## src/sv/dqc_pkg.sv

```systemverilog
// Shared types and constants for the DNS query classifier.
`default_nettype none
package dqc_pkg;
	localparam int HEADER_BYTES = 12;
	localparam int OFF_W = $clog2(HEADER_BYTES + 1);

	localparam logic [2:0] PH_HEADER   = 3'd0;
	localparam logic [2:0] PH_NAME_LEN = 3'd1;
	localparam logic [2:0] PH_NAME_DAT = 3'd2;
	localparam logic [2:0] PH_TAIL     = 3'd3;
	localparam logic [2:0] PH_DONE     = 3'd4;
	localparam logic [2:0] PH_FAILSAFE = 3'd5;
	localparam logic [2:0] PH_EMPTY    = 3'd6;

	localparam logic [7:0] OPT_TYPE   = 8'd41;
	localparam logic [7:0] A_TYPE_LOW = 8'd1;
	localparam logic [7:0] CHAR_W     = 8'h77;
	localparam logic [7:0] CHAR_DOT   = 8'h2E;
	localparam logic [7:0] CHAR_UA    = 8'h41;
	localparam logic [7:0] CHAR_UZ    = 8'h5A;
	localparam logic [7:0] CASE_DELTA = 8'h20;

	typedef struct packed {
		logic       valid;
		logic       verdict;
		logic [7:0] qlen;
		logic [7:0] nlen;
	} res_t;
endpackage
`default_nettype wire

```

## src/sv/dqc_parser.sv

```systemverilog
// Per-byte header, QNAME and tail parser with its parse state.
`default_nettype none
module dqc_parser #(
	parameter int MAX_NAME_POS = 254
) (
	input  wire logic        clk,
	input  wire logic        arst_n,
	input  wire logic        step,
	input  wire logic [7:0]  data,
	input  wire logic        last,
	output dqc_pkg::res_t    res
);
	import dqc_pkg::*;

	localparam logic [8:0] MAX_POS = 9'(MAX_NAME_POS);

	logic [OFF_W-1:0] off_q, off_d;
	logic             hok_q, hok_d;
	logic             resp_q, resp_d;
	logic             hi_nz_q, hi_nz_d;
	logic             ext_one_q, ext_one_d;
	logic [2:0]       ph_q, ph_d;
	logic [7:0]       lrem_q, lrem_d;
	logic [7:0]       pos_q, pos_d;
	logic [7:0]       cc_q, cc_d;
	logic [1:0]       pm_q, pm_d;
	logic             tok_q, tok_d;
	logic [8:0]       next_pos;
	logic [7:0]       tail_cnt;
	logic [9:0]       fed;
	logic [7:0]       need;

	// returns {prefix_match, clean_count} after one name character
	function automatic logic [9:0] feed(input logic [7:0] c, input logic [1:0] pm,
			input logic [7:0] cc);
		logic [7:0] lc;
		logic [1:0] pm_n;
		logic [7:0] cc_n;
		lc = (c >= CHAR_UA && c <= CHAR_UZ) ? c + CASE_DELTA : c;
		if (lc == CHAR_W) begin
			pm_n = (pm < 2'd3) ? pm + 2'd1 : pm;
			cc_n = cc + 8'd1;
		end else if (lc == CHAR_DOT && pm == 2'd3) begin
			// drop the three counted w and this dot
			pm_n = 2'd0;
			cc_n = cc - 8'd3;
		end else begin
			pm_n = 2'd0;
			cc_n = cc + 8'd1;
		end
		return {pm_n, cc_n};
	endfunction

	always_comb begin
		off_d     = (off_q < OFF_W'(HEADER_BYTES)) ? off_q + OFF_W'(1) : off_q;
		hok_d     = hok_q;
		resp_d    = resp_q;
		hi_nz_d   = hi_nz_q;
		ext_one_d = ext_one_q;
		ph_d      = ph_q;
		lrem_d    = lrem_q;
		pos_d     = pos_q;
		cc_d      = cc_q;
		pm_d      = pm_q;
		tok_d     = tok_q;
		next_pos  = {1'b0, pos_q} + {1'b0, data} + 9'd1;
		tail_cnt  = lrem_q + 8'd1;
		fed       = 10'd0;
		unique case (ph_q)
			PH_HEADER: begin
				unique case (off_q)
					OFF_W'(2): begin
						resp_d = data[7];
						if (data[6:3] != 4'd0) hok_d = 1'b0;
					end
					OFF_W'(4), OFF_W'(6), OFF_W'(7), OFF_W'(8), OFF_W'(9): begin
						if (data != 8'd0) hok_d = 1'b0;
					end
					OFF_W'(5): begin
						if (data != 8'd1) hok_d = 1'b0;
					end
					OFF_W'(10): begin
						hi_nz_d = (data != 8'd0);
					end
					OFF_W'(11): begin
						ext_one_d = !hi_nz_q && data == 8'd1;
						if (hi_nz_q || data > 8'd1) hok_d = 1'b0;
						ph_d  = PH_NAME_LEN;
						pos_d = 8'd0;
					end
					default: ;
				endcase
			end
			PH_NAME_LEN: begin
				if (data == 8'd0) begin
					if (pos_q == 8'd0) begin
						ph_d = PH_EMPTY;
					end else begin
						ph_d   = PH_TAIL;
						lrem_d = 8'd0;
						tok_d  = 1'b1;
					end
				end else if (next_pos > MAX_POS) begin
					ph_d = PH_FAILSAFE;
				end else begin
					if (pos_q != 8'd0) begin
						fed  = feed(CHAR_DOT, pm_q, cc_q);
						pm_d = fed[9:8];
						cc_d = fed[7:0];
					end
					lrem_d = data;
					pos_d  = next_pos[7:0];
					ph_d   = PH_NAME_DAT;
				end
			end
			PH_NAME_DAT: begin
				fed    = feed(data, pm_q, cc_q);
				pm_d   = fed[9:8];
				cc_d   = fed[7:0];
				lrem_d = (lrem_q != 8'd0) ? lrem_q - 8'd1 : lrem_q;
				if (lrem_d == 8'd0) ph_d = PH_NAME_LEN;
			end
			PH_TAIL: begin
				lrem_d = tail_cnt;
				unique case (tail_cnt)
					8'd2: if (data != A_TYPE_LOW) tok_d = 1'b0;
					8'd5, 8'd6: if (ext_one_q && data != 8'd0) tok_d = 1'b0;
					8'd7: if (ext_one_q && data != OPT_TYPE) tok_d = 1'b0;
					default: ;
				endcase
				if (tail_cnt >= 8'd7) ph_d = PH_DONE;
			end
			default: ;
		endcase
	end

	// verdict from the state as it stands after this byte
	always_comb begin
		need        = ext_one_d ? 8'd7 : 8'd2;
		res.valid   = step && last && off_q >= OFF_W'(HEADER_BYTES - 1) && !resp_d;
		res.verdict = 1'b1;
		res.qlen    = 8'd0;
		res.nlen    = 8'd0;
		if (ph_d == PH_FAILSAFE) begin
			res.qlen = 8'd1;
		end else if (ph_d == PH_TAIL || ph_d == PH_DONE) begin
			res.qlen = pos_d + 8'd1;
			res.nlen = cc_d;
			if (hok_d && tok_d && lrem_d >= need && cc_d > 8'd1) res.verdict = 1'b0;
		end
	end

	always_ff @(posedge clk or negedge arst_n) begin
		if (!arst_n) begin
			off_q     <= '0;
			hok_q     <= 1'b1;
			resp_q    <= 1'b0;
			hi_nz_q   <= 1'b0;
			ext_one_q <= 1'b0;
			ph_q      <= PH_HEADER;
			lrem_q    <= 8'd0;
			pos_q     <= 8'd0;
			cc_q      <= 8'd0;
			pm_q      <= 2'd0;
			tok_q     <= 1'b0;
		end else if (step) begin
			if (last) begin
				// end of request: back to the reset state
				off_q     <= '0;
				hok_q     <= 1'b1;
				resp_q    <= 1'b0;
				hi_nz_q   <= 1'b0;
				ext_one_q <= 1'b0;
				ph_q      <= PH_HEADER;
				lrem_q    <= 8'd0;
				pos_q     <= 8'd0;
				cc_q      <= 8'd0;
				pm_q      <= 2'd0;
				tok_q     <= 1'b0;
			end else begin
				off_q     <= off_d;
				hok_q     <= hok_d;
				resp_q    <= resp_d;
				hi_nz_q   <= hi_nz_d;
				ext_one_q <= ext_one_d;
				ph_q      <= ph_d;
				lrem_q    <= lrem_d;
				pos_q     <= pos_d;
				cc_q      <= cc_d;
				pm_q      <= pm_d;
				tok_q     <= tok_d;
			end
		end
	end

	a_restart: assert property (@(posedge clk) disable iff (!arst_n)
		step && last |=> ph_q == PH_HEADER && off_q == '0)
		else $error("parser not restarted after final byte");
	a_pos_bound: assert property (@(posedge clk) disable iff (!arst_n)
		{1'b0, pos_q} <= MAX_POS)
		else $error("name position beyond failsafe limit");
	a_fwd_len: assert property (@(posedge clk) disable iff (!arst_n)
		res.valid && !res.verdict |-> res.nlen > 8'd1 && res.qlen > 8'd1)
		else $error("forward verdict with too short a name");
endmodule
`default_nettype wire

```

## src/sv/dqc_out_reg.sv

```systemverilog
// Result register with valid/ready towards the consumer.
`default_nettype none
module dqc_out_reg (
	input  wire logic          clk,
	input  wire logic          arst_n,
	input  dqc_pkg::res_t      res,
	output logic               free,
	output logic               result_valid,
	input  wire logic          result_ready,
	output logic               verdict,
	output logic [7:0]         qname_length,
	output logic [7:0]         name_length
);
	import dqc_pkg::*;

	logic       valid_q;
	logic       verdict_q;
	logic [7:0] qlen_q;
	logic [7:0] nlen_q;

	assign free         = !valid_q || result_ready;
	assign result_valid = valid_q;
	assign verdict      = verdict_q;
	assign qname_length = qlen_q;
	assign name_length  = nlen_q;

	always_ff @(posedge clk or negedge arst_n) begin
		if (!arst_n) begin
			valid_q <= 1'b0;
		end else if (res.valid) begin
			valid_q <= 1'b1;
		end else if (result_ready) begin
			valid_q <= 1'b0;
		end
	end

	always_ff @(posedge clk) begin
		if (res.valid) begin
			verdict_q <= res.verdict;
			qlen_q    <= res.qlen;
			nlen_q    <= res.nlen;
		end
	end
endmodule
`default_nettype wire

```

## src/sv/dns_query_classifier.sv

```systemverilog
// An accepted byte is held in the input register, parsed from there, and its result is stored in the output register.
// Throughput: one payload byte per cycle while the result side is ready.
// The parse state updates with small counters and compares from a single registered byte.
// A result waiting in the output register stalls the input stage only when it is not taken.
// Reset (arst_n low, asynchronous) empties both registers and returns the parser to the header.
`default_nettype none
module dns_query_classifier #(
	parameter int MAX_NAME_POS = 254
) (
	input  wire logic       clk,
	input  wire logic       arst_n,
	input  wire logic       byte_valid,
	output logic            byte_ready,
	input  wire logic [7:0] packet_byte,
	input  wire logic       last_byte,
	output logic            result_valid,
	input  wire logic       result_ready,
	output logic            verdict,
	output logic [7:0]      qname_length,
	output logic [7:0]      name_length
);
	import dqc_pkg::*;

	logic       valid_s1;
	logic [7:0] byte_s1;
	logic       last_s1;
	logic       free;
	logic       step;
	res_t       res;

	assign step       = valid_s1 && free;
	assign byte_ready = !valid_s1 || free;

	always_ff @(posedge clk or negedge arst_n) begin
		if (!arst_n) begin
			valid_s1 <= 1'b0;
		end else if (byte_ready) begin
			valid_s1 <= byte_valid;
		end
	end

	always_ff @(posedge clk) begin
		if (byte_ready && byte_valid) begin
			byte_s1 <= packet_byte;
			last_s1 <= last_byte;
		end
	end

	dqc_parser #(
		.MAX_NAME_POS(MAX_NAME_POS)
	) u_parser (
		.clk   (clk),
		.arst_n(arst_n),
		.step  (step),
		.data  (byte_s1),
		.last  (last_s1),
		.res   (res)
	);

	dqc_out_reg u_out (
		.clk         (clk),
		.arst_n      (arst_n),
		.res         (res),
		.free        (free),
		.result_valid(result_valid),
		.result_ready(result_ready),
		.verdict     (verdict),
		.qname_length(qname_length),
		.name_length (name_length)
	);

	a_no_overwrite: assert property (@(posedge clk) disable iff (!arst_n)
		res.valid |-> !result_valid || result_ready)
		else $error("result produced over an untaken result");
endmodule
`default_nettype wire
```

## config.mk

```make
export PLATFORM = sky130hd
export DESIGN_NAME = dns_query_classifier
export DESIGN_NICKNAME = d
export VERILOG_FILES = /design/src/sv/dqc_pkg.sv /design/src/sv/dqc_parser.sv /design/src/sv/dqc_out_reg.sv /design/src/sv/dns_query_classifier.sv
export SDC_FILE = /design/constraint.sdc
export NUM_CORES = 1
export LEC_CHECK = 0
export BUFFER_PORTS_ARGS = -buffer_cell sky130_fd_sc_hd__buf_2
export CAP_MARGIN = 40
export CORE_AREA = 2 2 145 147
export DETAILED_ROUTE_END_ITERATION = 16
export DIE_AREA = 0 0 147 149
export GPL_ROUTABILITY_DRIVEN = 0
export MAX_ROUTING_LAYER = met4
export PLACE_DENSITY = 0.37
export SLEW_MARGIN = 20
export SYNTH_ARGS = -nofsm -noshare
export SYNTH_HDL_FRONTEND = slang
export SYNTH_SLANG_ARGS = --single-unit
```

## constraint.sdc

```tcl
create_clock -name clk -period 4.6 [get_ports clk]
set_input_delay 0.23 -clock clk [delete_from_list [all_inputs] [get_ports clk]]
set_output_delay 0.23 -clock clk [all_outputs]
set_load 0.05 [all_outputs]
```

After elaboration in Yosys (flattened, before gate mapping) --
Index checks and enable logic that the tools add are counted.
Storage, ports and cells: logic and storage cells 175, output and inout bits 19, bits in latches 0, register bits after elaboration 66, bits in writable memories 0, memories kept 0, memory bits (read-only) 0, input bits 13
Cells by class: $mul 0, order comparisons 10, eq/ne operators 29, multiplexer cells 66, bitwise gates (word level) 1, reductions and logical operators 40, shifts and indexed selects 0, add/subtract/negate cells 10, divide/modulo/power cells 0
Operators by type and width (number):
- $mux 8 | 17
- $pmux 8 s2 | 2
- $add 8x1->8 const B | 3
- $eq 8x3->1 const B | 3
- $logic_not 8->1 | 3
- $mux 1 | 24
- $mux 3 | 8
- $pmux 8 s3 | 1
- $reduce_bool 8->1 | 3
- $eq 4x3->1 const B | 4
- $eq 4x4->1 const B | 4
- $gt 8x1->1 const B | 2
- $logic_and 1x1->1 | 13
- $mux 2 | 6
- $pmux 3 s4 | 1
- $add 8x8->9 | 1
- $add 9x1->9 const B | 1
- $eq 3x2->1 const B | 3
- $gt 9x8->1 const B | 1
- $mux 9 | 1
- $add 8x6->8 const B | 1
- $eq 8x1->1 const B | 1
- $eq 8x2->1 const B | 1
- $eq 8x6->1 const B | 1
- other kinds (38) | 51

Longest topological paths before layout --
Gate-level depths: netlist (run 1).
depth in word-level cells 11, mapped depth 19, depth with buffers taken out 18

By module --
Synthesis (run 1) repeated with hierarchy kept, for this count alone.
Unflattened totals: cells, all modules 580, area total of the unflattened synthesis 5109.9 sq um
By module, submodules not included:
- dqc_parser | area each 4221.5 sq um, cells each 546, sequential area each 952.2 sq um, times used 1
- dqc_out_reg | area each 558.0 sq um, cells each 20, sequential area each 535.5 sq um, times used 1
- dns_query_classifier | area each 330.3 sq um, cells each 14, sequential area each 295.3 sq um, times used 1

Worst setup path after synthesis (run 1) --
No wires, ideal clock.
path type reg2reg, start register byte_s1[0], end register u_out.qlen_q[6], in the netlist u_out.qname_length[6], data pin, required time 4.346 ns, slack 0.645 ns, library setup time 0.254 ns, arrival time 3.701 ns, buffers on the path 2, stages on the path, launching flop included 19, period minus slack after synthesis 3.955 ns, cell sequence edfxtp_1 clkbuf_1 inv_1 ha_1 inv_1 fa_1 a21o_1 a221oi_2 xor2_1 or4_4 nor3_2 nor2_1 buf_6 o21ai_0 ha_1 nand2_1 nand4b_1 xor2_1 nor2_1
On the way: cells in the longest elaborated chain, start to end 10, elaborated cells on any way between the ends 17, classes of those cells 3 x add/sub; 1 x order compare; 3 x eq/ne; 6 x mux; 1 x bitwise; 3 x reduce/logical
RTL lines:
- from (decl) | line dns_query_classifier.sv:25 | logic [7:0] byte_s1;
- from (signal assigned) | line dns_query_classifier.sv:44 | byte_s1 <= packet_byte;
- parallel branches: the longest is 10 deep, another holds $add 8x8->9
- to (signal assigned) | line dqc_out_reg.sv:40 | qlen_q <= res.qlen;
- to (decl) | line dqc_out_reg.sv:18 | logic [7:0] qlen_q;
Parallel ways; which one is timed is not known. A chain may end at the register's enable or synchronous reset.

Worst setup path after layout (run 1) --
start register u_parser.pos_q[0], end register u_out.verdict_q, in the netlist u_out.verdict, data pin
On the way: cells in the longest elaborated chain, start to end 10, elaborated cells on any way between the ends 32, classes of those cells 2 x add/sub; 3 x order compare; 3 x eq/ne; 16 x mux; 1 x bitwise; 7 x reduce/logical
RTL lines:
- from (decl) | line dqc_parser.sv:24 | logic [7:0] pos_q, pos_d;
- from (signal assigned) | line dqc_parser.sv:188 | pos_q <= pos_d;
- $add 8x8->9 | line dqc_parser.sv:66 | next_pos = {1'b0, pos_q} + {1'b0, data} + 9'd1;
- $add 9x1->9 | line dqc_parser.sv:66
- $gt 9x8->1 | line dqc_parser.sv:103 | end else if (next_pos > MAX_POS) begin
- $mux 8 or $mux 3 (tied branches) | line dqc_parser.sv:103
- $mux 8 or $mux 3 (tied branches) | line dqc_parser.sv:95 | if (data == 8'd0) begin
- $pmux 8 s3 or $pmux 3 s4 (tied branches) | line dqc_parser.sv:69 | unique case (ph_q)
- $ge 8x8->1, or another cell as far along | line dqc_parser.sv:149 | if (hok_d && tok_d && lrem_d >= need && cc_d > 8'd1) res.verdict = 1'b0;
- $logic_and 1x1->1 or $logic_or 1x1->1 (tied branches) | line dqc_parser.sv:149, dqc_parser.sv:146
- $logic_and 1x1->1 or $not 1->1 (tied branches)
- $mux 1 or $reduce_or 2->1 (tied branches)
- to (signal assigned) | line dqc_out_reg.sv:39 | verdict_q <= res.verdict;
- to (decl) | line dqc_out_reg.sv:17 | logic verdict_q;
Several ways; a longest one is shown, not always the timed one.

==> results.toml, run 1 <==
[yosys]
async_flop_share_pct = 60.6
netlist_area_sq_um = 5040
ys_ff_latch = 66
synth_edf_count = 26
synth.most_common_cell = "nand2_1"
synth_common_cells = "62 x nand2_1, 60 x nor2_1, 41 x o21ai_0"
yosysSeqAreaShare_pct = 35.4
synth_cells = 584
synth_compound_area_share_pct = 22.7
synth_top_family_by_area = "simple AND/OR/NAND/NOR gates"
synth-warning-count = 0
synthMuxAreaShare_pct = 3.80
syn_nets = 623
avgSynthCellArea_sq_um = 8.62
synth_simple_gate_area_share_pct = 23.2
synth_largest_area_cell = "dfrtp_1"
synth_fa_ha_area_share_pct = 6.61
synthTopCellsByArea = "dfrtp_1 19%, edfxtp_1 16%, ha_1 6.2%"
synth_top_area_share_pct = 19.4
synth_cell_types = 80
synth_xor_area_share_pct = 4.17
synth_ff_type = "dfrtp_1"

[floorplan]
fp.dieW_microns = 147
rows = 53
dieArea_sq_um = 21900
die_y_microns = 149
io_pins = 32
core_area_sq_um = 20600
start_util_pct = 24.5

[critical_path]
required_ps = 4790
end_kind = "flop"
critical_path.startpoint_type = "flop"
cp.arrival_ps = 4470
critical_path_class = "reg2reg"
cp_max_fo = 6

[status]
outcome = "finished, final reports clean"

[routing]
routedWlPerCell_microns = 18.7
drt_first_pass_iters = 5
drc = 0
vias = 4684
postRouteAntennaNets = 0
drt-total-wl_mm = 16.8
viasPerCell = 5.22
drt_iter0_drc = 337

[global_routing]
grt-ovfl-total = 0
grt_pass1_vias = 4742
grt_antenna_before_repair = 0
grt_usage_pct = 16.0
grt_pass1_wl_mm = 26.4
grt_max_degree = 30

[job]
maxCapViolations = 0

[pwr]
power_density_nw_per_um2 = 268
vdd_ir_drop_max_mv = 0.165
p_leak_uw = 0.00234

[sta]
drv_slew = 0
setup_violations = 0
fmaxAchievable_ghz = 0.233
rsz0062_at_grt = "false"
fin_crit_sh_pct = 93.1
fin_crit_ps = 4280
fin_tns_setup_ps = 0
fin_ws_ps = 316
finalHoldViolations = 0
worst_pin_slew_ps = 697
slew_headroom_pct = 53.5
skew_ps = 9.04
hold_ws_ps = 61.1

[clock_tree]
htreeDepth = 3
clock_path_buffers = 2
cts_made_buffers = 9
ctsRootBufferMaster = "clkbuf_16"
cts_tree = "built"
clk_pin_slew_worst_paths_ps = 60
cts_num_sinks = 66
postCtsSetupBuffers = 0
insertion_delay_ps = 350

[finish]
antenna_cells = 0
drive_above_1_share_pct = 14.3
layout.nets = 657
syn_to_final_growth_pct = 17.7
final_util_pct = 28.8

[worst_hold_path]
hold_path_class = "in2reg"

[place]
hpwl_mm = 12.5
portBuffers = 31
post-place-ws_ps = 404
==> logic make-up (layout without fill, tap and decap cells) <==
family | Yosys count | after routing
xor gates and xnor gates | 24 | 24
AOI/OAI and AO/OA | 162 | 162
adders and majority gates | 26 | 26
muxes | 18 | 18
and+or+nand+nor | 236 | 236
DFF | 66 | 66
buffers and inverters | 52 | 91
==> metal layers <==
metal	GRT usage [%]	share of wire, %	up-vias	wire [microns]
li1	-	-	2242	-
met1	20.8	47	2261	7790
met2	24.9	45	151	7610
met3	3.24	5.5	30	930
met4	5.96	2.5	0	425
met5	-	0	-	0
==> worst max-delay path, cell delays in order (launching register included) <==
cell and delay (ps):
dfrtp_1 410, inv_1 120, ha_1 150, inv_1 50
fa_1 420, a21o_1 210, a221oi_2 310, xor2_1 170
or4_4 580, o31ai_4 390, nor2_1 110, a21oi_1 240
ha_1 260, nand2b_1 150, a32oi_1 210, nand4b_1 220
o211ai_1 140
==> cell type report <==
cell class	count	area [sq um]
sequential	66	1780
inverter	23	86.3
clock inverter	7	100
tap	275	344
fill	2256	14600
clock buffer	9	225
timing repair buffer	52	335
multi-input combinational	466	3050
==> final timing paths <==
path	from	endpoint	slack [ps]	depth (start not counted)
max	u_parser.pos_q[0]	u_out.verdict	320	16
min in group asynchronous	arst_n	u_parser.lrem_q[0]	340	2
max in group asynchronous	arst_n	u_parser.hok_q	3710	3
min reg2reg	u_parser.tok_q	u_parser.tok_q	490	2
max reg2reg	u_parser.pos_q[0]	u_out.verdict	320	16
min	last_byte	last_s1	60	1
==> power by group <==
part	switching (uW)	internal [uW]
Sequential	23.9	628
Combinational	106	59.0
Clock	295	480
Total	424	1170
==> metrics by stage <==
stage          instance area, sq um  cells  power, uW
6_report                       5930    898       1590
5_1_grt                        5930    898       1660
4_1_cts                        5930    898       1610
3_5_place_dp                   5590    881        827
3_3_place_gp                   5560    879        823
2_1_floorplan                  5040    584        753
==> flip-flops by register name (all words and copies together) (netlist names), 2 cells and up <==
| name | count |
|---|---|
| u_out.qname_length | 8 |
| byte_s1 | 8 |
| u_parser.off_q | 4 |
| u_out.name_length | 8 |
| u_parser.lrem_q | 8 |
| u_parser.cc_q | 8 |
| u_parser.ph_q | 3 |
| u_parser.pm_q | 2 |
| u_parser.pos_q | 8 |
==> cells in the final DEF, fill, tap and decap left out, drive strengths merged, types with 8 or more instances in the layout <==
cell	instances
inv	24
nand4	10
xor2	15
nor3	27
nand3	22
a22o	15
nand2b	8
nor2b	10
mux2i	15
a21oi	29
nor2	61
o21ai	41
nand2	62
ha	25
edfxtp	26
dfrtp	39
clkbuf	9
buf	51
o31ai	8
xnor2	9
==> repair_timing <==
action,CTS,global route
resized for setup,0,0
hold buffers,1,0
setup endpoints to repair,0,0
hold endpoints to repair,12,0
(Power assumes the default switching activity.)
==> run 2, diff against run 1 <==
--- a/config.mk
+++ b/config.mk
@@ -8,9 +8,11 @@
 export BUFFER_PORTS_ARGS = -buffer_cell sky130_fd_sc_hd__buf_2
 export CAP_MARGIN = 40
 export CORE_AREA = 2 2 145 147
+export CTS_BUF_LIST = sky130_fd_sc_hd__clkbuf_4 sky130_fd_sc_hd__clkbuf_8
 export DETAILED_ROUTE_END_ITERATION = 16
 export DIE_AREA = 0 0 147 149
 export GPL_ROUTABILITY_DRIVEN = 0
+export GPL_TIMING_DRIVEN = 0
 export MAX_ROUTING_LAYER = met4
 export PLACE_DENSITY = 0.37
 export SLEW_MARGIN = 20
==> results.toml, run 2 (synthesis results as in run 1) <==
[status]
outcome = "finished, final reports clean"

[routing]
drt_iter0_drc = 333
postRouteAntennaNets = 0
routedWlPerCell_microns = 18.2
drt_first_pass_iters = 5
viasPerCell = 5.11
drt-total-wl_mm = 16.7
drc = 0
vias = 4695

[sta]
fin_crit_ps = 4300
finalHoldViolations = 0
fin_ws_ps = 304
slew_headroom_pct = 46.8
fmaxAchievable_ghz = 0.233
hold_ws_ps = 26.7
drv_slew = 0
rsz0062_at_grt = "false"
worst_pin_slew_ps = 795
setup_violations = 0
skew_ps = 10.1
fin_crit_sh_pct = 93.4

[critical_path]
required_ps = 4820
crit_chain = "buf_2 -> inv_4 -> ha_1 -> inv_1 -> fa_1 -> a21o_1 -> a221oi_4 -> xor2_2 -> or4_4 -> nor3_4 -> nor2_1 -> buf_6 -> a221o_1 -> ha_1 -> a32oi_1 -> nand4b_1 -> o211ai_1"
crit_slowest_cell = "or4_4"
cp_common_cell = "ha_1"
cpPeakStageDelay_ps = 570
end_kind = "flop"
cp_max_fo = 10
critical_path.startpoint_type = "flop"
reg2reg_depth = 17
critical_path_class = "reg2reg"
cp.arrival_ps = 4510

[clock_tree]
htreeDepth = 3
clock_path_buffers = 2
cts_tree = "built"
insertion_delay_ps = 370
cts_made_buffers = 9
ctsRootBufferMaster = "clkbuf_8"
cts_num_sinks = 66
clk_pin_slew_worst_paths_ps = 90

[floorplan]
rows = 53
fp.dieW_microns = 147
die_y_microns = 149
io_pins = 32
core_area_sq_um = 20600
dieArea_sq_um = 21900
start_util_pct = 24.5

[place]
portBuffers = 31
hpwl_mm = 12.9
post-place-ws_ps = -491

[pwr]
power_density_nw_per_um2 = 228
pwr-share-clk_pct = 39.3
seqPwrFrac_pct = 48.5
vdd_ir_drop_max_mv = 0.129
switchingPower_uw = 404
p_int_uw = 941
p_sw_share_pct = 30.0
p_leak_uw = 0.00229
combinationalPowerShare_pct = 12.2

[global_routing]
gr-usage-met3_pct = 2.20
grt_max_degree = 22
grt-ovfl-total = 0
grt_usage_pct = 16.1
grt_pass1_vias = 4580
grt_pass1_wl_mm = 26.3
met1_usage_pct = 21.0
busiest_layer = "met2"
grtUsageMet2_pct = 26.2
grt_antenna_before_repair = 0

[finish]
final_util_pct = 28.7
drive_above_1_share_pct = 14.0
final_common_cell = "nand2_1"
syn_to_final_growth_pct = 17.2
layout.nets = 678
final_cell_mix = "62 x nand2_1, 60 x nor2_1, 41 x o21ai_0, 39 x dfrtp_1, 35 x buf_2"
antenna_cells = 0

[worst_hold_path]
min_path_cells = 1
hold_path_class = "in2reg"

[job]
maxCapViolations = 0
## run 2: layout make-up
class	instances	area (sq um)
Fill cell	2259	14700
Buffer	29	124
Inverter	23	88.8
Clock buffer	9	124
Sequential cell	66	1780
Timing Repair Buffer	44	265
Multi-Input combinational cell	466	3100
Tap cell	275	344
Clock inverter	7	76.3
## run 2: routing by layer
metal | wire length, microns | share of wire, %
met5 | 0 | 0
met4 | 250 | 1.5
met3 | 792 | 4.7
met2 | 7930 | 47
met1 | 7780 | 46
## run 2: power by group through the flow
stage | registers (uW) | clock network (uW) | logic (uW)
after global placement | 663 | 0 | 149
after CTS | 652 | 551 | 160
after global routing | 655 | 572 | 184
after detailed placement | 664 | 0 | 154
after floorplan | 653 | 0 | 100
final | 652 | 528 | 164
## run 2: worst max-delay path, delay by kind of cell, from the launching register on
| family | cells | cell delay, ps |
|---|---|---|
| flops | 1 | 370 |
| xor+xnor | 1 | 150 |
| compound gates | 5 | 1150 |
| fa+ha+maj | 3 | 860 |
| simple gates | 4 | 1090 |
| buf+inv | 4 | 510 |
## run 2: repair_timing
item | CTS | global route
pin swaps | 1 | 4
gates resized for setup | 5 | 6
setup endpoints to repair | 16 | 12
hold buffers | 1 | 0
hold endpoints to repair | 19 | 0
setup buffers | 2 | 6
## run 2: path summary, 6_finish.rpt
| path | end | start | slack (ps) |
|---|---|---|---|
| max | u_out.verdict | byte_s1[0] | 300 |
| min | byte_s1[0] | packet_byte[0] | 30 |
| max reg2reg | u_out.verdict | byte_s1[0] | 300 |
| min reg2reg | u_parser.tok_q | u_parser.tok_q | 480 |
| max in group asynchronous | u_parser.hok_q | arst_n | 3610 |
| min in group asynchronous | u_parser.lrem_q[2] | arst_n | 380 |
## run 2: metrics by stage
step	setup TNS [ps]	instance area [sq um]	instances	power [uW]
after global routing	0	5900	919	1410
after floorplan	0	5040	584	753
after global placement	-4150	5540	890	812
after CTS	0	5820	913	1360
final	0	5900	919	1340
after detailed placement	-4090	5580	894	819
